**config.mk**
```make
export PLATFORM = sky130hd
export DESIGN_NAME = rectangle_clip_unit_flat
export DESIGN_NICKNAME = d
export VERILOG_FILES = /design/src/sv/rcu_pkg.sv /design/src/sv/rcu_if.sv /design/src/sv/rcu_calc.sv /design/src/sv/rcu_emit.sv /design/src/sv/rectangle_clip_unit.sv /design/src/flat_wrapper.sv
export SDC_FILE = /design/constraint.sdc
export NUM_CORES = 1
export LEC_CHECK = 0
export BUFFER_PORTS_ARGS = -buffer_cell sky130_fd_sc_hd__buf_4
export CELL_PAD_IN_SITES_DETAIL_PLACEMENT = 0
export CELL_PAD_IN_SITES_GLOBAL_PLACEMENT = 1
export CORE_UTILIZATION = 45
export CTS_CLUSTER_DIAMETER = 150
export DETAILED_ROUTE_END_ITERATION = 7
export PLACE_DENSITY = 0.8
export SLEW_MARGIN = 15
export SYNTH_ARGS = -nofsm -noshare
export SYNTH_HDL_FRONTEND = slang
export SYNTH_SLANG_ARGS = --single-unit
```
**constraint.sdc**
```tcl
create_clock -name i_clk -period 21.8 [get_ports i_clk]
set_input_delay 1.09 -clock i_clk [delete_from_list [all_inputs] [get_ports i_clk]]
set_output_delay 1.09 -clock i_clk [all_outputs]
set_load 0.03 [all_outputs]
```
**src/sv/rcu_pkg.sv**
```systemverilog
`timescale 1ns / 1ps
// ============================================================================
// rcu_pkg
// Shared types and constants of the rectangle clip unit.
// ============================================================================
package rcu_pkg;

    // Request operation codes
    typedef enum logic [2:0] {
        OP_NORMALIZE = 3'd0,
        OP_COVERED   = 3'd1,
        OP_INTERSECT = 3'd2,
        OP_UNION     = 3'd3,
        OP_BOUND     = 3'd4,
        OP_SUBTRACT  = 3'd5
    } t_op;

    localparam int MAX_PIECES  = 4;
    localparam int PIECE_IDX_W = 2;
    localparam int CNT_W       = 3;

    // Per-request status handed from the compute logic to the output buffer
    typedef struct packed {
        logic             flag;
        logic [CNT_W-1:0] count;
    } t_calc_ctl;

endpackage

```
**src/sv/rcu_if.sv**
```systemverilog
`timescale 1ns / 1ps
// ============================================================================
// rcu_req_if / rcu_rsp_if
// Valid/ready channels carrying rectangle requests and result items.
// ============================================================================
interface rcu_req_if #(
    parameter int COORD_WIDTH = 16
);
    logic                          valid;
    logic                          ready;
    logic [2:0]                    req_type;
    logic signed [COORD_WIDTH-1:0] a_left;
    logic signed [COORD_WIDTH-1:0] a_top;
    logic signed [COORD_WIDTH-1:0] a_right;
    logic signed [COORD_WIDTH-1:0] a_bottom;
    logic signed [COORD_WIDTH-1:0] b_left;
    logic signed [COORD_WIDTH-1:0] b_top;
    logic signed [COORD_WIDTH-1:0] b_right;
    logic signed [COORD_WIDTH-1:0] b_bottom;

    modport source (
        output valid, req_type, a_left, a_top, a_right, a_bottom,
               b_left, b_top, b_right, b_bottom,
        input  ready
    );
    modport sink (
        input  valid, req_type, a_left, a_top, a_right, a_bottom,
               b_left, b_top, b_right, b_bottom,
        output ready
    );
endinterface

interface rcu_rsp_if #(
    parameter int COORD_WIDTH = 16
);
    logic                          valid;
    logic                          ready;
    logic signed [COORD_WIDTH-1:0] out_left;
    logic signed [COORD_WIDTH-1:0] out_top;
    logic signed [COORD_WIDTH-1:0] out_right;
    logic signed [COORD_WIDTH-1:0] out_bottom;
    logic                          flag;
    logic [2:0]                    piece_count;
    logic                          last;

    modport source (
        output valid, out_left, out_top, out_right, out_bottom, flag,
               piece_count, last,
        input  ready
    );
    modport sink (
        input  valid, out_left, out_top, out_right, out_bottom, flag,
               piece_count, last,
        output ready
    );
endinterface

```
**src/sv/rcu_calc.sv**
```systemverilog
`timescale 1ns / 1ps
// ============================================================================
// rcu_calc
// Combinational rectangle operations; yields up to four packed result pieces.
// ============================================================================
module rcu_calc
    import rcu_pkg::*;
#(
    parameter int COORD_WIDTH = 16
) (
    input  logic [2:0]                                i_op,
    input  logic [4*COORD_WIDTH-1:0]                  i_a,
    input  logic [4*COORD_WIDTH-1:0]                  i_b,
    output logic [MAX_PIECES-1:0][4*COORD_WIDTH-1:0]  o_pieces,
    output t_calc_ctl                                 o_ctl
);

    typedef struct packed {
        logic signed [COORD_WIDTH-1:0] l;
        logic signed [COORD_WIDTH-1:0] t;
        logic signed [COORD_WIDTH-1:0] r;
        logic signed [COORD_WIDTH-1:0] b;
    } t_rect;

    function automatic logic signed [COORD_WIDTH-1:0] f_max(
        input logic signed [COORD_WIDTH-1:0] x,
        input logic signed [COORD_WIDTH-1:0] y
    );
        return (x > y) ? x : y;
    endfunction

    function automatic logic signed [COORD_WIDTH-1:0] f_min(
        input logic signed [COORD_WIDTH-1:0] x,
        input logic signed [COORD_WIDTH-1:0] y
    );
        return (x < y) ? x : y;
    endfunction

    function automatic t_rect f_norm(input t_rect x);
        t_rect y;
        y = x;
        if (x.l > x.r) begin
            y.l = x.r;
            y.r = x.l;
        end
        if (x.t > x.b) begin
            y.t = x.b;
            y.b = x.t;
        end
        return y;
    endfunction

    t_rect a, b, p, q, res, zero;
    t_rect cand [MAX_PIECES];
    logic [MAX_PIECES-1:0] cand_en;
    logic signed [COORD_WIDTH-1:0] s_top, s_bot;
    logic hit;

    assign a    = i_a;
    assign b    = i_b;
    assign p    = f_norm(i_a);
    assign q    = f_norm(i_b);
    assign zero = '0;

    // Subtract pieces: top, bottom, left, right; side strips span the
    // band left after the top and bottom strips are cut off.
    assign hit = (f_max(a.l, b.l) < f_min(a.r, b.r)) &&
                 (f_max(a.t, b.t) < f_min(a.b, b.b));
    assign s_top = f_max(a.t, b.t);
    assign s_bot = f_min(a.b, b.b);

    always_comb begin
        cand[0] = '{l: a.l, t: a.t,   r: a.r, b: b.t};
        cand[1] = '{l: a.l, t: b.b,   r: a.r, b: a.b};
        cand[2] = '{l: a.l, t: s_top, r: b.l, b: s_bot};
        cand[3] = '{l: b.r, t: s_top, r: a.r, b: s_bot};
        cand_en = {b.r < a.r, b.l > a.l, b.b < a.b, b.t > a.t};
    end

    always_comb begin
        logic [CNT_W-1:0] n;
        n          = '0;
        res        = zero;
        o_ctl      = '{flag: 1'b0, count: CNT_W'(1)};
        o_pieces   = '0;

        unique case (t_op'(i_op))
            OP_NORMALIZE: begin
                res = p;
            end
            OP_COVERED: begin
                o_ctl.flag = !(a.l < b.l || a.t < b.t || a.r > b.r || a.b > b.b);
            end
            OP_INTERSECT: begin
                res.l = f_max(a.l, b.l);
                res.t = f_max(a.t, b.t);
                res.r = f_min(a.r, b.r);
                res.b = f_min(a.b, b.b);
                o_ctl.flag = (res.l < res.r) && (res.t < res.b);
            end
            OP_UNION: begin
                if (p.l == q.l && p.r == q.r) begin
                    if (p.t <= q.t && q.t <= p.b) begin
                        res = '{l: p.l, t: p.t, r: p.r, b: f_max(p.b, q.b)};
                        o_ctl.flag = 1'b1;
                    end else if (p.t >= q.t && q.b >= p.t) begin
                        res = '{l: p.l, t: q.t, r: p.r, b: f_max(p.b, q.b)};
                        o_ctl.flag = 1'b1;
                    end
                end else if (p.t == q.t && p.b == q.b) begin
                    if (p.l <= q.l && q.l <= p.r) begin
                        res = '{l: p.l, t: p.t, r: f_max(p.r, q.r), b: p.b};
                        o_ctl.flag = 1'b1;
                    end else if (p.l >= q.l && q.r >= p.l) begin
                        res = '{l: q.l, t: p.t, r: f_max(p.r, q.r), b: p.b};
                        o_ctl.flag = 1'b1;
                    end
                end
            end
            OP_BOUND: begin
                if (p.l == p.r || p.t == p.b) begin
                    res = q;
                end else if (q.l == q.r || q.t == q.b) begin
                    res = p;
                end else begin
                    res.l = f_min(p.l, q.l);
                    res.t = f_min(p.t, q.t);
                    res.r = f_max(p.r, q.r);
                    res.b = f_max(p.b, q.b);
                end
            end
            OP_SUBTRACT: begin
                if (!hit) begin
                    res = a;
                    n   = CNT_W'(1);
                end else begin
                    // pack existing pieces into consecutive slots
                    for (int k = 0; k < MAX_PIECES; k++) begin
                        if (cand_en[k]) begin
                            o_pieces[n[PIECE_IDX_W-1:0]] = cand[k];
                            n = n + CNT_W'(1);
                        end
                    end
                    res = o_pieces[0];
                end
                o_ctl.count = n;
            end
            default: begin
                res = zero;
            end
        endcase

        // slot 0 carries the single result; it is zero when nothing remains
        o_pieces[0] = res;
    end

endmodule

```
**src/sv/rcu_emit.sv**
```systemverilog
`timescale 1ns / 1ps
// ============================================================================
// rcu_emit
// Result buffer: holds a request's pieces, hands out one per cycle on i_ready.
// ============================================================================
module rcu_emit
    import rcu_pkg::*;
#(
    parameter int COORD_WIDTH = 16
) (
    input  logic                                      i_clk,
    input  logic                                      i_rst_n,
    input  logic                                      i_load,
    input  logic [MAX_PIECES-1:0][4*COORD_WIDTH-1:0]  i_pieces,
    input  t_calc_ctl                                 i_ctl,
    input  logic                                      i_ready,
    output logic                                      o_valid,
    output logic                                      o_free,
    output logic [4*COORD_WIDTH-1:0]                  o_rect,
    output t_calc_ctl                                 o_ctl,
    output logic                                      o_last
);

    logic                                     r_valid, n_valid;
    logic [PIECE_IDX_W-1:0]                   r_idx, n_idx;
    logic [PIECE_IDX_W-1:0]                   r_last_idx;
    logic [MAX_PIECES-1:0][4*COORD_WIDTH-1:0] r_pieces;
    t_calc_ctl                                r_ctl;
    logic                                     take;

    assign o_valid = r_valid;
    assign o_last  = (r_idx == r_last_idx);
    assign o_rect  = r_pieces[r_idx];
    assign o_ctl   = r_ctl;
    assign take    = r_valid && i_ready;
    // buffer can be refilled when empty or its final item leaves now
    assign o_free  = !r_valid || (take && o_last);

    always_comb begin
        n_valid = r_valid;
        n_idx   = r_idx;
        if (i_load) begin
            n_valid = 1'b1;
            n_idx   = '0;
        end else if (take) begin
            if (o_last) begin
                n_valid = 1'b0;
            end else begin
                n_idx = r_idx + PIECE_IDX_W'(1);
            end
        end
    end

    always_ff @(posedge i_clk) begin
        if (!i_rst_n) begin
            r_valid <= 1'b0;
            r_idx   <= '0;
        end else begin
            r_valid <= n_valid;
            r_idx   <= n_idx;
        end
    end

    always_ff @(posedge i_clk) begin
        if (i_load) begin
            r_pieces   <= i_pieces;
            r_ctl      <= i_ctl;
            r_last_idx <= (i_ctl.count == '0) ? '0
                        : PIECE_IDX_W'(i_ctl.count - CNT_W'(1));
        end
    end

endmodule

```
**src/sv/rectangle_clip_unit.sv**
```systemverilog
`timescale 1ns / 1ps
// ============================================================================
// rectangle_clip_unit
// Normalize, covered test, intersect, union, bound and subtract of rectangles.
// ============================================================================
// Usage:
//  - i_req takes one request item per valid/ready handshake: an operation
//    code and rectangles A and B (right and bottom exclusive, signed).
//  - o_rsp returns result items. Every operation gives one item with
//    piece_count 1, except subtract, which gives one item per remaining
//    piece (top, bottom, left, right order) all carrying the same count,
//    or a single zero item with count 0 when nothing remains. last marks
//    the final item of a request.
//  - Path: a request accepted at i_req goes into the input register, then
//    into the result buffer, which presents its result items on o_rsp.
//  - Flow: the result buffer drains one item per cycle while the receiver
//    is ready, and takes the next request as its final item leaves.
//  - i_req.ready stays high while a finished result waits, as long as the
//    input register is free; a stalled receiver fills the input register
//    and then holds ready low. Nothing is lost or repeated under stalls.
//  - Synchronous active-low reset empties both stages; payload registers
//    are not cleared.
// ============================================================================
module rectangle_clip_unit
    import rcu_pkg::*;
#(
    parameter int COORD_WIDTH = 16
) (
    input  logic   i_clk,
    input  logic   i_rst_n,
    rcu_req_if.sink   i_req,
    rcu_rsp_if.source o_rsp
);

    // ---------------- input register ----------------
    logic                     r_in_valid, n_in_valid;
    logic [2:0]               r_op;
    logic [4*COORD_WIDTH-1:0] r_a, r_b;
    logic                     in_take;
    logic                     load;

    // ---------------- compute / buffer wiring ----------------
    logic [MAX_PIECES-1:0][4*COORD_WIDTH-1:0] calc_pieces;
    t_calc_ctl                                calc_ctl;
    t_calc_ctl                                emit_ctl;
    logic                                     emit_free;
    logic [4*COORD_WIDTH-1:0]                 emit_rect;

    // Request moves to the buffer when the buffer can take it this cycle.
    assign load        = r_in_valid && emit_free;
    assign i_req.ready = !r_in_valid || emit_free;
    assign in_take     = i_req.valid && i_req.ready;

    always_comb begin
        n_in_valid = r_in_valid;
        if (in_take) begin
            n_in_valid = 1'b1;
        end else if (load) begin
            n_in_valid = 1'b0;
        end
    end

    always_ff @(posedge i_clk) begin
        if (!i_rst_n) begin
            r_in_valid <= 1'b0;
        end else begin
            r_in_valid <= n_in_valid;
        end
    end

    always_ff @(posedge i_clk) begin
        if (in_take) begin
            r_op <= i_req.req_type;
            r_a  <= {i_req.a_left, i_req.a_top, i_req.a_right, i_req.a_bottom};
            r_b  <= {i_req.b_left, i_req.b_top, i_req.b_right, i_req.b_bottom};
        end
    end

    rcu_calc #(
        .COORD_WIDTH (COORD_WIDTH)
    ) u_calc (
        .i_op     (r_op),
        .i_a      (r_a),
        .i_b      (r_b),
        .o_pieces (calc_pieces),
        .o_ctl    (calc_ctl)
    );

    rcu_emit #(
        .COORD_WIDTH (COORD_WIDTH)
    ) u_emit (
        .i_clk    (i_clk),
        .i_rst_n  (i_rst_n),
        .i_load   (load),
        .i_pieces (calc_pieces),
        .i_ctl    (calc_ctl),
        .i_ready  (o_rsp.ready),
        .o_valid  (o_rsp.valid),
        .o_free   (emit_free),
        .o_rect   (emit_rect),
        .o_ctl    (emit_ctl),
        .o_last   (o_rsp.last)
    );

    // Rectangle packed as {left, top, right, bottom}
    assign o_rsp.out_left    = emit_rect[4*COORD_WIDTH-1:3*COORD_WIDTH];
    assign o_rsp.out_top     = emit_rect[3*COORD_WIDTH-1:2*COORD_WIDTH];
    assign o_rsp.out_right   = emit_rect[2*COORD_WIDTH-1:COORD_WIDTH];
    assign o_rsp.out_bottom  = emit_rect[COORD_WIDTH-1:0];
    assign o_rsp.flag        = emit_ctl.flag;
    assign o_rsp.piece_count = emit_ctl.count;

endmodule
```
**src/flat_wrapper.sv**
```systemverilog
// flat-port wrapper written by rule: the top's interface ports become plain ports
module rectangle_clip_unit_flat import rcu_pkg::*;
#(
    parameter int COORD_WIDTH = 16
)
  (i_clk, i_rst_n, i_req_valid, i_req_req_type, i_req_a_left, i_req_a_top, i_req_a_right, i_req_a_bottom, i_req_b_left, i_req_b_top, i_req_b_right, i_req_b_bottom, i_req_ready, o_rsp_valid, o_rsp_out_left, o_rsp_out_top, o_rsp_out_right, o_rsp_out_bottom, o_rsp_flag, o_rsp_piece_count, o_rsp_last, o_rsp_ready);
  rcu_req_if #(.COORD_WIDTH(COORD_WIDTH)) i_req_i ();
  rcu_rsp_if #(.COORD_WIDTH(COORD_WIDTH)) o_rsp_i ();
  input  logic i_clk;
  input  logic i_rst_n;
  input wire logic [$bits(i_req_i.valid)-1:0] i_req_valid;
  input wire logic [$bits(i_req_i.req_type)-1:0] i_req_req_type;
  input wire logic [$bits(i_req_i.a_left)-1:0] i_req_a_left;
  input wire logic [$bits(i_req_i.a_top)-1:0] i_req_a_top;
  input wire logic [$bits(i_req_i.a_right)-1:0] i_req_a_right;
  input wire logic [$bits(i_req_i.a_bottom)-1:0] i_req_a_bottom;
  input wire logic [$bits(i_req_i.b_left)-1:0] i_req_b_left;
  input wire logic [$bits(i_req_i.b_top)-1:0] i_req_b_top;
  input wire logic [$bits(i_req_i.b_right)-1:0] i_req_b_right;
  input wire logic [$bits(i_req_i.b_bottom)-1:0] i_req_b_bottom;
  output wire logic [$bits(i_req_i.ready)-1:0] i_req_ready;
  output wire logic [$bits(o_rsp_i.valid)-1:0] o_rsp_valid;
  output wire logic [$bits(o_rsp_i.out_left)-1:0] o_rsp_out_left;
  output wire logic [$bits(o_rsp_i.out_top)-1:0] o_rsp_out_top;
  output wire logic [$bits(o_rsp_i.out_right)-1:0] o_rsp_out_right;
  output wire logic [$bits(o_rsp_i.out_bottom)-1:0] o_rsp_out_bottom;
  output wire logic [$bits(o_rsp_i.flag)-1:0] o_rsp_flag;
  output wire logic [$bits(o_rsp_i.piece_count)-1:0] o_rsp_piece_count;
  output wire logic [$bits(o_rsp_i.last)-1:0] o_rsp_last;
  input wire logic [$bits(o_rsp_i.ready)-1:0] o_rsp_ready;
  assign i_req_i.valid = i_req_valid;
  assign i_req_i.req_type = i_req_req_type;
  assign i_req_i.a_left = i_req_a_left;
  assign i_req_i.a_top = i_req_a_top;
  assign i_req_i.a_right = i_req_a_right;
  assign i_req_i.a_bottom = i_req_a_bottom;
  assign i_req_i.b_left = i_req_b_left;
  assign i_req_i.b_top = i_req_b_top;
  assign i_req_i.b_right = i_req_b_right;
  assign i_req_i.b_bottom = i_req_b_bottom;
  assign i_req_ready = i_req_i.ready;
  assign o_rsp_valid = o_rsp_i.valid;
  assign o_rsp_out_left = o_rsp_i.out_left;
  assign o_rsp_out_top = o_rsp_i.out_top;
  assign o_rsp_out_right = o_rsp_i.out_right;
  assign o_rsp_out_bottom = o_rsp_i.out_bottom;
  assign o_rsp_flag = o_rsp_i.flag;
  assign o_rsp_piece_count = o_rsp_i.piece_count;
  assign o_rsp_last = o_rsp_i.last;
  assign o_rsp_i.ready = o_rsp_ready;
  rectangle_clip_unit #(.COORD_WIDTH(COORD_WIDTH)) u_core (.i_clk(i_clk), .i_rst_n(i_rst_n), .i_req(i_req_i), .o_rsp(o_rsp_i));
endmodule
```
==> results of run 1 <==
[cells in the final DEF, fill, tap and decap left out, types with 24 or more instances in the layout]
master / count
mux2i_1: 27
a211oi_1: 30
mux4_2: 64
a21o_1: 75
a31oi_1: 26
ha_1: 280
inv_1: 254
nand4_1: 55
a22oi_1: 80
o221ai_1: 45
edfxtp_1: 393
o21ai_0: 118
nand3_1: 81
a21oi_1: 296
a22o_1: 28
nor3_1: 24
nand2_1: 185
buf_4: 283
nor2_1: 437
clkbuf_16: 45
[state kept, by name (all words and copies together) (netlist names)]
name and count:
u_core.r_a 64, u_core.r_b 64, u_core.r_in_valid 1, u_core.r_op 3, u_core.u_emit.o_ctl 4, u_core.u_emit.o_valid 1
u_core.u_emit.r_idx 2, u_core.u_emit.r_last_idx 2, u_core.u_emit.r_pieces 256
[final timing paths]
| check | cells after the start | slack [ns] | start | end |
|---|---|---|---|---|
| worst max register to register | 21 | 13.50 | u_core.r_b[31] | u_core.u_emit.r_pieces[16] |
| worst min-delay path | 1 | 0.58 | u_core.r_in_valid | u_core.u_emit.o_valid |
| worst min register to register | 1 | 0.58 | u_core.r_in_valid | u_core.u_emit.o_valid |
| worst max-delay path | 21 | 13.50 | u_core.r_b[31] | u_core.u_emit.r_pieces[16] |
[layout make-up]
class,instances,area [um2]
multi-input combinational,2221,15700
sequential,397,11900
clock buffer,53,1190
antenna,1,2.50
fill,5722,30200
tap,846,1060
inverter,255,957
timing repair buffer,284,2140
clock inverter,25,246
[power by group]
| group | leakage, nW | switching, mW | total [mW] | internal [mW] |
|---|---|---|---|---|
| Clock | 0.696 | 0.323 | 0.748 | 0.426 |
| Combinational | 9.06 | 0.701 | 1.04 | 0.340 |
| Sequential | 3.88 | 0.0524 | 0.941 | 0.889 |
| Total | 13.6 | 1.08 | 2.73 | 1.65 |
[through the flow]
stage	hold WS (ns)	cells	setup WS [ns]	util [%]
after global placement	0.530	4003	13.92	50.1
after detailed placement	0.551	4003	13.83	50.1
final	0.578	4082	13.50	52.4
after global routing	0.610	4081	13.45	52.4
after CTS	0.573	4081	13.81	52.4
after floorplan	0.499	3037	8.18	-
[per-layer routing]
layer  wire, um  vias to the layer above  global-route usage [%]  share of wire [%]
met5          9                        -                       0             0.0075
met2      45600                     1731                    45.8                 38
met1      55700                    13100                    57.7                 47
met3      16100                      137                    9.69                 13
met4       1890                        2                    6.72                1.6
li1           -                    11700                       -                  -
[kinds of logic after synthesis]
family	after synthesis	share of synthesized area, %
AOI/OAI and AO/OA	897	20.3
xor gates and xnor gates	12	0.362
adders and majority gates	281	12.1
buffers and inverters	419	5.46
DFF	397	40.9
muxes	113	6.77
and+or+nand+nor	918	14.2
==> flow_metrics.py, run 1 <==
metrics = {
    "timing": {
        "relSlewSlack_pct": 7.14,
        "slew_viol_final": 0,
        "min_period_ns": 8.30,
        "post-route-period-util_pct": 38.1,
        "clock_skew_ns": 0.0651,
        "setup_viol": 0,
        "fin_setup_tns_ns": 0,
        "hold_viol": 0,
        "tightest_slew_ns": 1.38,
        "max_freq_mhz": 121,
        "grt_setup_unrepaired": "no",
    },
    "placement": {
        "placed_area_um2": 31800,
        "gp_routability_congestion": 1.03,
        "place.detailed.hpwl_mm": 90.3,
        "numPortBuffers": 205,
    },
    "detailed_routing": {
        "vias": 26800,
        "drcViolationCount": 0,
        "ant_nets": 0,
        "wl_per_cell_um": 29.2,
        "routed_via_density": 6.56,
        "dr.pass1.iters": 6,
        "routed_wl_mm": 119,
        "drt_iter0_drc": 3811,
    },
    "floorplanning": {
        "start_util_pct": 45.8,
        "num_rows": 92,
        "core_um2": 63400,
        "pin_count": 206,
        "fp.dieW_um": 256,
        "die_area_um2": 65600,
        "die_y_um": 256,
    },
    "critical_path": {
        "worstSetupPathType": "reg -> reg",
        "cpPeakStageDelay_ns": 0.89,
        "cp.arrival_ns": 8.51,
        "crit_path_top_delay_cell": "a2111oi_0",
        "required_ns": 22.01,
        "cp_num_buf_inv": 3,
        "crit_path_start_kind": "flip-flop",
        "path_max_fanout": 38,
        "crit_family": "compound AO/OA/AOI/OAI gates",
        "crit_path_end_kind": "flip-flop",
        "path_cells": "inv_1, ha_1, and4_4, a2111oi_2, o211ai_1, a211oi_4, nor2_4, buf_4, a21oi_1, inv_1, ha_1, nand4_1, nor2_1, a21boi_0, a2111oi_0, o21a_1, o211ai_1, nor4_2, nor4_4, a31oi_2, o221ai_1",
    },
    "logic_synthesis": {
        "synth_edf_count": 393,
        "yosysMostFrequentCell": "nor2_1",
        "post_synth.cell_area_avg_um2": 9.57,
        "synth-seq-cells": 397,
        "synth_cells": 3037,
        "yosys-top-cells-area": "edfxtp_1 (41%), ha_1 (12%), nor2_1 (5.7%)",
        "netlist.area_leader.share_pct": 40.6,
        "netlist_area_um2": 29100,
        "seq_area_frac_synth_pct": 40.9,
        "synth.largest_area_cell": "edfxtp_1",
        "yosysWarnings": 0,
        "syn_nets": 3452,
        "synthArstFlopShare_pct": 0,
        "synth_flop_cell": "edfxtp_1",
        "yosys-top-cells-count": "nor2_1 (443), edfxtp_1 (393), a21oi_1 (297), ha_1 (280), inv_1 (254)",
        "ys_types": 84,
    },
    "cts": {
        "insertion_delay_ns": 0.63,
        "ctsResizeCount": 0,
        "postCtsHoldBufs": 0,
        "clk_root_buffer_cell": "clkbuf_16",
        "cts.sinks": 397,
        "clk_pin_slew_worst_paths_ns": 0.06,
        "cts_tree": "yes",
        "h-tree-depth": 2,
        "clockBufferDepth": 3,
        "numCtsBuffers": 44,
        "cts_setup_buffers": 0,
    },
    "finish": {
        "drive_gt1_share_pct": 14.9,
        "postLayoutCellArea_um2": 33200,
        "area_growth_pct": 14.3,
        "fin_nets": 3618,
    },
    "global_routing": {
        "grt_max_degree": 197,
        "antenna_found_initial": 3,
        "grt-ovfl-total": 0,
        "grt_use_total_pct": 35.5,
        "first_global_vias": 24800,
        "grt_pass1_wl_mm": 171,
    },
    "power_and_ir_drop": {
        "total_power_mw": 2.73,
        "p_leak_nw": 13.6,
        "powerDensity_nw_per_um2": 82.2,
        "ir_worst_vdd_mv": 0.0865,
    },
    "min_path": {
        "hold_path_class": "reg -> reg",
    },
    "outcome": {
        "status": "finished, final reports clean",
    },
    "flow_run": {
        "drv_cap": 0,
    },
}
Power figures use the tool's default switching activity.
==> inputs of run 2 (changes only) <==
--- a/config.mk
+++ b/config.mk
@@ -8,10 +8,10 @@
 export BUFFER_PORTS_ARGS = -buffer_cell sky130_fd_sc_hd__buf_4
 export CELL_PAD_IN_SITES_DETAIL_PLACEMENT = 0
 export CELL_PAD_IN_SITES_GLOBAL_PLACEMENT = 1
-export CORE_UTILIZATION = 45
+export CORE_UTILIZATION = 44
 export CTS_CLUSTER_DIAMETER = 150
 export DETAILED_ROUTE_END_ITERATION = 7
-export PLACE_DENSITY = 0.8
+export PLACE_DENSITY = 0.81
 export SLEW_MARGIN = 15
 export SYNTH_ARGS = -nofsm -noshare
 export SYNTH_HDL_FRONTEND = slang
==> constraint.sdc (replaced) <==
create_clock -name i_clk -period 7.25 [get_ports i_clk]
set_input_delay 0.3625 -clock i_clk [delete_from_list [all_inputs] [get_ports i_clk]]
set_output_delay 0.3625 -clock i_clk [all_outputs]
set_load 0.03 [all_outputs]
==> run 2 against run 1 <==
Effect of this change:
- combinational power rose to 3.5 times the previous value
- sequential power grew to 3.0 times the previous value
- sequential share of layout area is 3.0 points lower
- non-clock buffer count grew 340
- die area increased by 2.3%
- clock skew decreased by 0.028 ns
- wire length grew 10%
- via count grew 6.8%
- utilization rose by 3.7 points
- final cell count grew 8.7%
==> flow_metrics.py, run 2 (synthesis gave the netlist of run 1 again) <==
metrics = {
    "finish": {
        "largest_reg_flops": 256,
        "area_growth_pct": 25.0,
        "reg_top3": "u_core.u_emit.r_pieces x256, u_core.r_a x64, u_core.r_b x64",
        "fin_nets": 3958,
        "top_register": "u_core.u_emit.r_pieces",
        "nFillCells": 5697,
        "postLayoutCellArea_um2": 36300,
        "final_cell_mix": "buf_4 (472), nor2_1 (437), edfxtp_1 (393)",
        "final_common_cell": "buf_4",
        "final_util_pct": 56.0,
        "drive_gt1_share_pct": 19.1,
        "stdcell_count": 4437,
    },
    "floorplanning": {
        "pin_count": 206,
        "num_rows": 93,
        "die_area_um2": 67100,
        "fp.dieW_um": 259,
        "die_y_um": 259,
        "core_um2": 64800,
        "start_util_pct": 44.8,
    },
    "cts": {
        "insertion_delay_ns": 0.62,
        "cts.sinks": 397,
        "h-tree-depth": 2,
        "clk_pin_slew_worst_paths_ns": 0.06,
        "clockBufferDepth": 3,
        "clk_root_buffer_cell": "clkbuf_16",
        "cts_tree": "yes",
        "numCtsBuffers": 44,
    },
    "global_routing": {
        "grt-ovfl-total": 0,
        "grt_max_degree": 174,
        "first_global_vias": 26500,
        "antenna_found_initial": 6,
        "grt_pass1_wl_mm": 187,
        "grt_use_total_pct": 38.6,
    },
    "timing": {
        "setup_viol": 0,
        "min_period_ns": 7.02,
        "clock_skew_ns": 0.0373,
        "post-route-period-util_pct": 96.9,
        "grt_setup_unrepaired": "no",
        "max_freq_mhz": 142,
        "slew_viol_final": 0,
        "hold_viol": 0,
        "relSlewSlack_pct": 10.6,
        "holdWs_ns": 0.0484,
        "fin_setup_tns_ns": 0,
        "tightest_slew_ns": 1.32,
    },
    "power_and_ir_drop": {
        "p_leak_nw": 15.3,
        "powerDensity_nw_per_um2": 239,
        "ir_worst_vdd_mv": 0.186,
    },
    "placement": {
        "placed_area_um2": 33500,
        "gp_routability_congestion": 1.07,
        "place.detailed.hpwl_mm": 100,
        "placedCellCount": 4216,
        "numPortBuffers": 205,
    },
    "critical_path": {
        "worstRegToRegCells": 27,
        "crit_path_start_kind": "flip-flop",
        "path_common_cell": "buf_4",
        "crit_path_top_delay_cell": "a2111oi_0",
        "cpPeakStageDelay_ns": 0.69,
        "path_max_fanout": 20,
        "required_ns": 7.74,
        "crit_path_end_kind": "flip-flop",
        "cp.arrival_ns": 7.51,
        "worstSetupPathType": "reg -> reg",
    },
    "outcome": {
        "status": "finished, final reports clean",
    },
    "detailed_routing": {
        "drcViolationCount": 0,
        "wl_per_cell_um": 29.7,
        "routed_via_density": 6.44,
        "ant_nets": 0,
        "vias": 28600,
        "routed_wl_mm": 132,
        "dr.pass1.iters": 6,
        "drt_iter0_drc": 4643,
    },
    "flow_run": {
        "drv_cap": 0,
    },
    "min_path": {
        "hold_path_class": "in -> reg",
        "holdPathStages": 1,
    },
}
-- run 2: where the power goes --
part | leakage, nW | internal, mW | switching, mW
clock | 0.681 | 1.29 | 0.985
sequential | 3.88 | 2.67 | 0.141
combinational | 10.7 | 1.32 | 2.28
-- run 2: cell type report --
cell class | count | area (um2) | share of cell area (%)
sequential | 397 | 11900 | 32.7
tap | 855 | 1070 | 2.95
antenna | 4 | 10.0 | 0.0276
clock inverter | 24 | 249 | 0.685
multi-input combinational | 2221 | 15700 | 43.3
clock buffer | 57 | 1170 | 3.22
timing repair buffer | 624 | 5260 | 14.5
inverter | 255 | 957 | 2.64
-- run 2: metal layers --
layer | routed length, um | global-route usage, % | vias up
met5 | 60 | 0 | -
met4 | 2050 | 6.77 | 10
li1 | - | - | 12400
met1 | 60100 | 61.8 | 14000
met2 | 49400 | 49.6 | 2027
met3 | 19900 | 12.3 | 166
-- run 2: timing repair --
item	CTS	global route
setup endpoints to repair	0	6
setup buffers	0	4
hold buffers	132	0
hold endpoints to repair	132	0
gates resized for setup	0	1
-- run 2: worst paths after layout --
path	end	slack [ns]	from
worst max-delay path	u_core.u_emit.r_pieces[52]	0.23	u_core.r_b[26]
worst min-delay path	u_core.r_b[15]	0.05	i_req_b_bottom[15]
worst max register to register	u_core.u_emit.r_pieces[52]	0.23	u_core.r_b[26]
worst min register to register	u_core.u_emit.o_valid	0.60	u_core.r_in_valid
-- run 2: critical path: cells and delay by family, from the launching register on --
| kind | cells | cell delay, ns |
|---|---|---|
| buffers and inverters | 6 | 1.07 |
| DFF | 1 | 0.57 |
| and+or+nand+nor | 9 | 1.75 |
| AOI/OAI and AO/OA | 10 | 2.80 |
| adders and majority gates | 2 | 0.66 |
-- run 2: stage by stage --
| step | power, mW | setup slack [ns] |
|---|---|---|
| floorplan | 4.68 | 1.30 |
| global placement | 6.21 | 0.481 |
| detailed placement | 6.22 | 0.479 |
| CTS | 8.54 | 0.449 |
| global route | 8.99 | 0.0154 |
| finish | 8.69 | 0.227 |
